===== src/sv/rv32im_pkg.sv =====
// Shared types and constants for the RV32IM execute block.
package rv32im_pkg;

   localparam int XLEN = 32;
   localparam int REG_COUNT = 32;
   localparam int REG_IDX_W = 5;
   localparam logic [XLEN-1:0] RESET_VECTOR_DEFAULT = 32'h8000_0000;

   localparam logic [11:0] CSR_MTVEC = 12'd773;
   localparam logic [11:0] CSR_MSTATUS = 12'd768;
   localparam logic [11:0] CSR_MEPC = 12'd833;
   localparam logic [11:0] CSR_MCAUSE = 12'd834;
   localparam logic [REG_IDX_W-1:0] REG_A7 = 5'd17;
   localparam logic [REG_IDX_W-1:0] REG_A0 = 5'd10;

   localparam logic [6:0] OP_LUI = 7'h37;
   localparam logic [6:0] OP_AUIPC = 7'h17;
   localparam logic [6:0] OP_JAL = 7'h6F;
   localparam logic [6:0] OP_JALR = 7'h67;
   localparam logic [6:0] OP_BRANCH = 7'h63;
   localparam logic [6:0] OP_LOAD = 7'h03;
   localparam logic [6:0] OP_STORE = 7'h23;
   localparam logic [6:0] OP_IMM = 7'h13;
   localparam logic [6:0] OP_REG = 7'h33;
   localparam logic [6:0] OP_SYSTEM = 7'h73;

   localparam logic [31:0] INSTR_ECALL = 32'h0000_0073;
   localparam logic [31:0] INSTR_MRET = 32'h3020_0073;
   localparam logic [31:0] INSTR_EBREAK = 32'h0010_0073;

   localparam logic REQ_EXEC = 1'b0;
   localparam logic REQ_LOAD_RET = 1'b1;

   localparam logic [1:0] STATUS_OK = 2'd0;
   localparam logic [1:0] STATUS_HALT = 2'd1;
   localparam logic [1:0] STATUS_INVALID = 2'd2;

   typedef struct packed {
      logic        opcode;
      logic [31:0] instr_word;
      logic [31:0] load_data;
   } req_type;

   typedef struct packed {
      logic [31:0] next_pc;
      logic        mem_read;
      logic        mem_write;
      logic [31:0] mem_addr;
      logic [1:0]  mem_size;
      logic [31:0] mem_wdata;
      logic [1:0]  status;
      logic [31:0] halt_code;
      logic [4:0]  wb_reg;
      logic [31:0] wb_value;
   } rsp_type;

   typedef enum logic [2:0] {
      ST_IDLE,
      ST_READ,
      ST_EXEC,
      ST_DIV,
      ST_WB,
      ST_OUT
   } state_type;

   typedef struct packed {
      logic        start;
      logic        is_signed;
      logic        want_rem;
   } div_ctl_type;

endpackage


===== src/sv/rv32im_div.sv =====
// Iterative radix-2 divider for the RV32IM execute block.
module rv32im_div (
   input  logic                     clock,
   input  logic                     reset,
   input  rv32im_pkg::div_ctl_type  ctl,
   input  logic [31:0]              dividend,
   input  logic [31:0]              divisor,
   output logic                     done,
   output logic [31:0]              result
);
   import rv32im_pkg::*;

   logic        busy_ff, busy_in;
   logic [5:0]  cnt_ff, cnt_in;
   logic [31:0] quo_ff, quo_in;
   logic [32:0] rem_ff, rem_in;
   logic [31:0] dvs_ff, dvs_in;
   logic        negq_ff, negq_in;
   logic        negr_ff, negr_in;
   logic        rem_sel_ff, rem_sel_in;
   logic        done_ff, done_in;
   logic [32:0] shifted;
   logic [32:0] diff;
   logic [31:0] qa, qb, qfix, rfix;

   always_comb begin
      qa = (ctl.is_signed && dividend[31]) ? 32'd0 - dividend : dividend;
      qb = (ctl.is_signed && divisor[31]) ? 32'd0 - divisor : divisor;
      shifted = {rem_ff[31:0], quo_ff[31]};
      diff = shifted - {1'b0, dvs_ff};
      busy_in = busy_ff;
      cnt_in = cnt_ff;
      quo_in = quo_ff;
      rem_in = rem_ff;
      dvs_in = dvs_ff;
      negq_in = negq_ff;
      negr_in = negr_ff;
      rem_sel_in = rem_sel_ff;
      done_in = 1'b0;
      if (ctl.start) begin
         busy_in = 1'b1;
         cnt_in = 6'd0;
         quo_in = qa;
         rem_in = 33'd0;
         dvs_in = qb;
         negq_in = ctl.is_signed && (dividend[31] ^ divisor[31]);
         negr_in = ctl.is_signed && dividend[31];
         rem_sel_in = ctl.want_rem;
      end else if (busy_ff) begin
         if (!diff[32]) begin
            rem_in = diff;
            quo_in = {quo_ff[30:0], 1'b1};
         end else begin
            rem_in = shifted;
            quo_in = {quo_ff[30:0], 1'b0};
         end
         cnt_in = cnt_ff + 6'd1;
         if (cnt_ff == 6'd31) begin
            busy_in = 1'b0;
            done_in = 1'b1;
         end
      end
   end

   always_ff @(posedge clock) begin
      if (reset) begin
         busy_ff <= 1'b0;
         done_ff <= 1'b0;
      end else begin
         busy_ff <= busy_in;
         done_ff <= done_in;
      end
      cnt_ff <= cnt_in;
      quo_ff <= quo_in;
      rem_ff <= rem_in;
      dvs_ff <= dvs_in;
      negq_ff <= negq_in;
      negr_ff <= negr_in;
      rem_sel_ff <= rem_sel_in;
   end

   // zero divisor: quotient all ones, remainder = dividend (falls out of the loop,
   // signed case sign-fixed to spec by keeping negation of the negated magnitude)
   always_comb begin
      qfix = negq_ff ? 32'd0 - quo_ff : quo_ff;
      rfix = negr_ff ? 32'd0 - rem_ff[31:0] : rem_ff[31:0];
      if (dvs_ff == 32'd0) qfix = 32'hFFFF_FFFF;
   end

   assign done = done_ff;
   assign result = rem_sel_ff ? rfix : qfix;

endmodule


===== config.mk =====
export PLATFORM = sky130hd
export DESIGN_NAME = rv32im_div
export DESIGN_NICKNAME = d
export VERILOG_FILES = /design/src/sv/rv32im_pkg.sv /design/src/sv/rv32im_div.sv
export SDC_FILE = /design/constraint.sdc
export NUM_CORES = 1
export LEC_CHECK = 0
export ABC_AREA = 0
export BUFFER_PORTS_ARGS = -buffer_cell sky130_fd_sc_hd__buf_2
export CAP_MARGIN = 30
export CORE_ASPECT_RATIO = 0.5
export CORE_MARGIN = 8
export CORE_UTILIZATION = 30
export CTS_CLUSTER_SIZE = 12
export DETAILED_ROUTE_END_ITERATION = 8
export PLACE_DENSITY = 0.5
export SLEW_MARGIN = 20
export SYNTH_ARGS = -nofsm -noshare
export SYNTH_HDL_FRONTEND = slang
export SYNTH_SLANG_ARGS = --single-unit

===== constraint.sdc =====
create_clock -name clock -period 3.73 [get_ports clock]
set_input_delay 0.9325 -clock clock [delete_from_list [all_inputs] [get_ports clock]]
set_output_delay 0.9325 -clock clock [all_outputs]
set_load 0.02 [all_outputs]

==> results.tsv <==
metric	value	unit
maxSlewViolCount	0	
powerDensity	365	nW/µm²
cts_max_level	3	
endpoint_kind	output port	
worst-endpoint-arrival	3.53	ns
routed_wirelength	27.8	mm
area_growth	24.1	%
ys_seq_elements	107	
vias_per_cell	5.09	
finalPower	4.05	mW
post-dp-hpwl	22.2	mm
num_rows	44	
crit_fanout	3	
ys_seq_area_frac	0.314	
rsz0062_at_grt	true	
ys.flop_type	edfxtp_1	
cap_violations	0	
fin_area	11100	µm²
synth_nets	1174	
yosysUniqueCellTypes	64	
synth.top_cells.by_area	edfxtp_1 22%, dfxtp_1 8.9%, xor2_1 8.3%	
drc	0	
drtIter0Drc	440	
crit_slowest_cell	or4_4	
avgSynthCellArea	8.39	µm²
clock_skew	0.00709	ns
hold_viol	0	
cp_top_family	simple AND/OR/NAND/NOR gates	
fin_nets	1325	
grt_pass1_vias	7949	
synth_edf_count	67	
synth-async-reset-ratio	0	
min_period	4.47	ns
cts_buffer_depth	2	
netlist_top_cells_count	114 x nor2_1, 89 x a21oi_1, 85 x xor2_1	
layout-drive-gt1-share	0.219	
io_buffers	101	
die_h	138	µm
min_path_type	flop to flop	
floorplan.core_area	29200	µm²
grt_pass1_wl	43.7	mm
dp_cells	1586	
p_leak	4.52	nW
synth_top_area_cell	edfxtp_1	
initial_utilization	0.307	
setup_ws	-0.737	ns
place_ws	-0.296	ns
syn_area	8950	µm²
cts_buffers	9	
clkLatencyLatePin	0.37	ns
routed-via-count	8239	
post-route-period-util	1.20	
cp_common_cell	buf_6	
violations	negative setup slack	
firstDrtPassIters	5	
synth_warnings	0	
die_x	260	µm
synthMostInstantiatedCell	nor2_1	
critPathBufInv	5	
antenna_found_initial	9	
numClockSinks	107	
stdcell_count	1618	
die-area	36000	µm²
grt_usage	0.149	
cpPeakStageDelay	0.44	ns
status	finished with violations	
ir_drop	0.178	mV
grt.overflow.total	0	
synth_top_cell_area_share	0.225	
clk_pin_slew	0.08	ns
syn_inst	1067	
slew-limit-headroom	0.343	
placed_area	10400	µm²
grt_max_degree	77	
ctsRootBufferMaster	clkbuf_16	
gp_congestion	0.866	
crit_required	2.80	ns
fmax	224	MHz
setup_violations	18	
worstPathCellList	or3_4, or3_4, or3_4, or4_4, buf_4, buf_6, buf_6, buf_6, o41ai_4, xor2_1, a22oi_2, buf_6	
critPathKind	flop to output port	
worst_setup_path_start_kind	flop	
tightest_slew	0.986	ns
hold_ws	0.524	ns
top_level_ports	102	
ant_nets	0	
post_drt_wl_per_cell	17.2	µm
cts_tree	built	
final cells by class:
type | count | area [µm²]
antenna | 4 | 10.0
clock buffer | 10 | 229
clock inverter | 6 | 58.8
fill | 2973 | 18100
inverter | 61 | 231
multi-input combinational | 853 | 6010
sequential | 107 | 2820
tap | 391 | 489
timing repair buffer | 186 | 1260
where the power goes:
part	internal [mW]	total (mW)	switching, mW
Combinational	0.673	1.58	0.908
Clock	0.471	0.961	0.490
Sequential	1.39	1.51	0.122
sequential cells by signal, summed over array words and instances (netlist names):
register	flops
dvs_ff	32
quo_ff	32
rem_ff	32
cnt_ff	6
busy_ff	1
done	1
negq_ff	1
negr_ff	1
rem_sel_ff	1
placed cells by master (no fill, tap or decap), drive strengths merged, types with 3 or more instances in the layout:
cell and count:
xor2 86, xnor2 63, ha 37, or2 7, mux2i 29, o21a 6, a31o 3, a21o 15
and3 6, a31oi 4, nor2b 7, a21boi 4, dfxtp 40, or3 13, inv 64, o211ai 3
diode 4, a211oi 33, buf 186, clkbuf 10, o41ai 12, nand2b 10, nand3 13, o31ai 25
and2 8, edfxtp 67, a21oi 89, nand2 72, nand4 10, nor2 114, a22oi 27, nand3b 4
nor3 21, mux2 3, o21bai 6, and4 3, or4 14, o21ai 59, nor4 22
cells by family (layout without fill, tap and decap cells):
group	count (synthesis)	count (layout)	synth area share
AND/OR/NAND/NOR	329	329	0.181
other	0	4	0
buffers and inverters	107	263	0.0454
XOR/XNOR	149	149	0.147
flip-flops	107	107	0.314
adder cells (fa/ha/maj)	38	38	0.0540
AO/OA/AOI/OAI	305	305	0.223
multiplexers	32	32	0.0362
worst reg2reg max path, cell delays in order, from the launching register on:
cell      delay (ns)
dfxtp_2         0.33
buf_4           0.13
buf_6           0.11
inv_4           0.05
buf_4           0.10
buf_4           0.12
fa_1            0.21
nand2b_1        0.14
a21oi_1         0.09
o41a_1          0.43
or2_2           0.32
a31oi_1         0.38
nor2_2          0.15
xor2_4          0.23
buf_4           0.28
mux2i_1         0.24
a211oi_1        0.10
path summary, 6_finish.rpt:
path,startpoint,endpoint,slack [ns],cells after the start
max,rem_ff[0],result[21],-0.74,12
min,cnt_ff[5],done,0.52,1
max reg2reg,rem_ff[0],rem_ff[5],0.19,16
min reg2reg,cnt_ff[5],done,0.52,1
timing repair:
action	in CTS	in global routing
pin swaps	11	19
gates resized for setup	43	36
setup buffers	4	10
hold buffers	0	0
endpoints found under the setup margin	21	24
stage by stage:
step                      setup TNS (ns)   util
after floorplan                   -0.760      -
after global placement             -1.76  0.357
after detailed placement           -1.92  0.357
after CTS                          -8.36  0.374
after global routing              -10.84  0.381
final                              -8.65  0.381
routing by layer:
layer | vias up | track usage | wire length [µm] | part of all wire
li1 | 4205 | - | - | -
met1 | 3840 | 0.209 | 13900 | 0.50
met2 | 147 | 0.223 | 12000 | 0.43
met3 | 39 | 0.0354 | 1290 | 0.046
met4 | 8 | 0.0434 | 592 | 0.021
met5 | - | 0 | 45 | 0.0016
(Power assumes the default switching activity.)
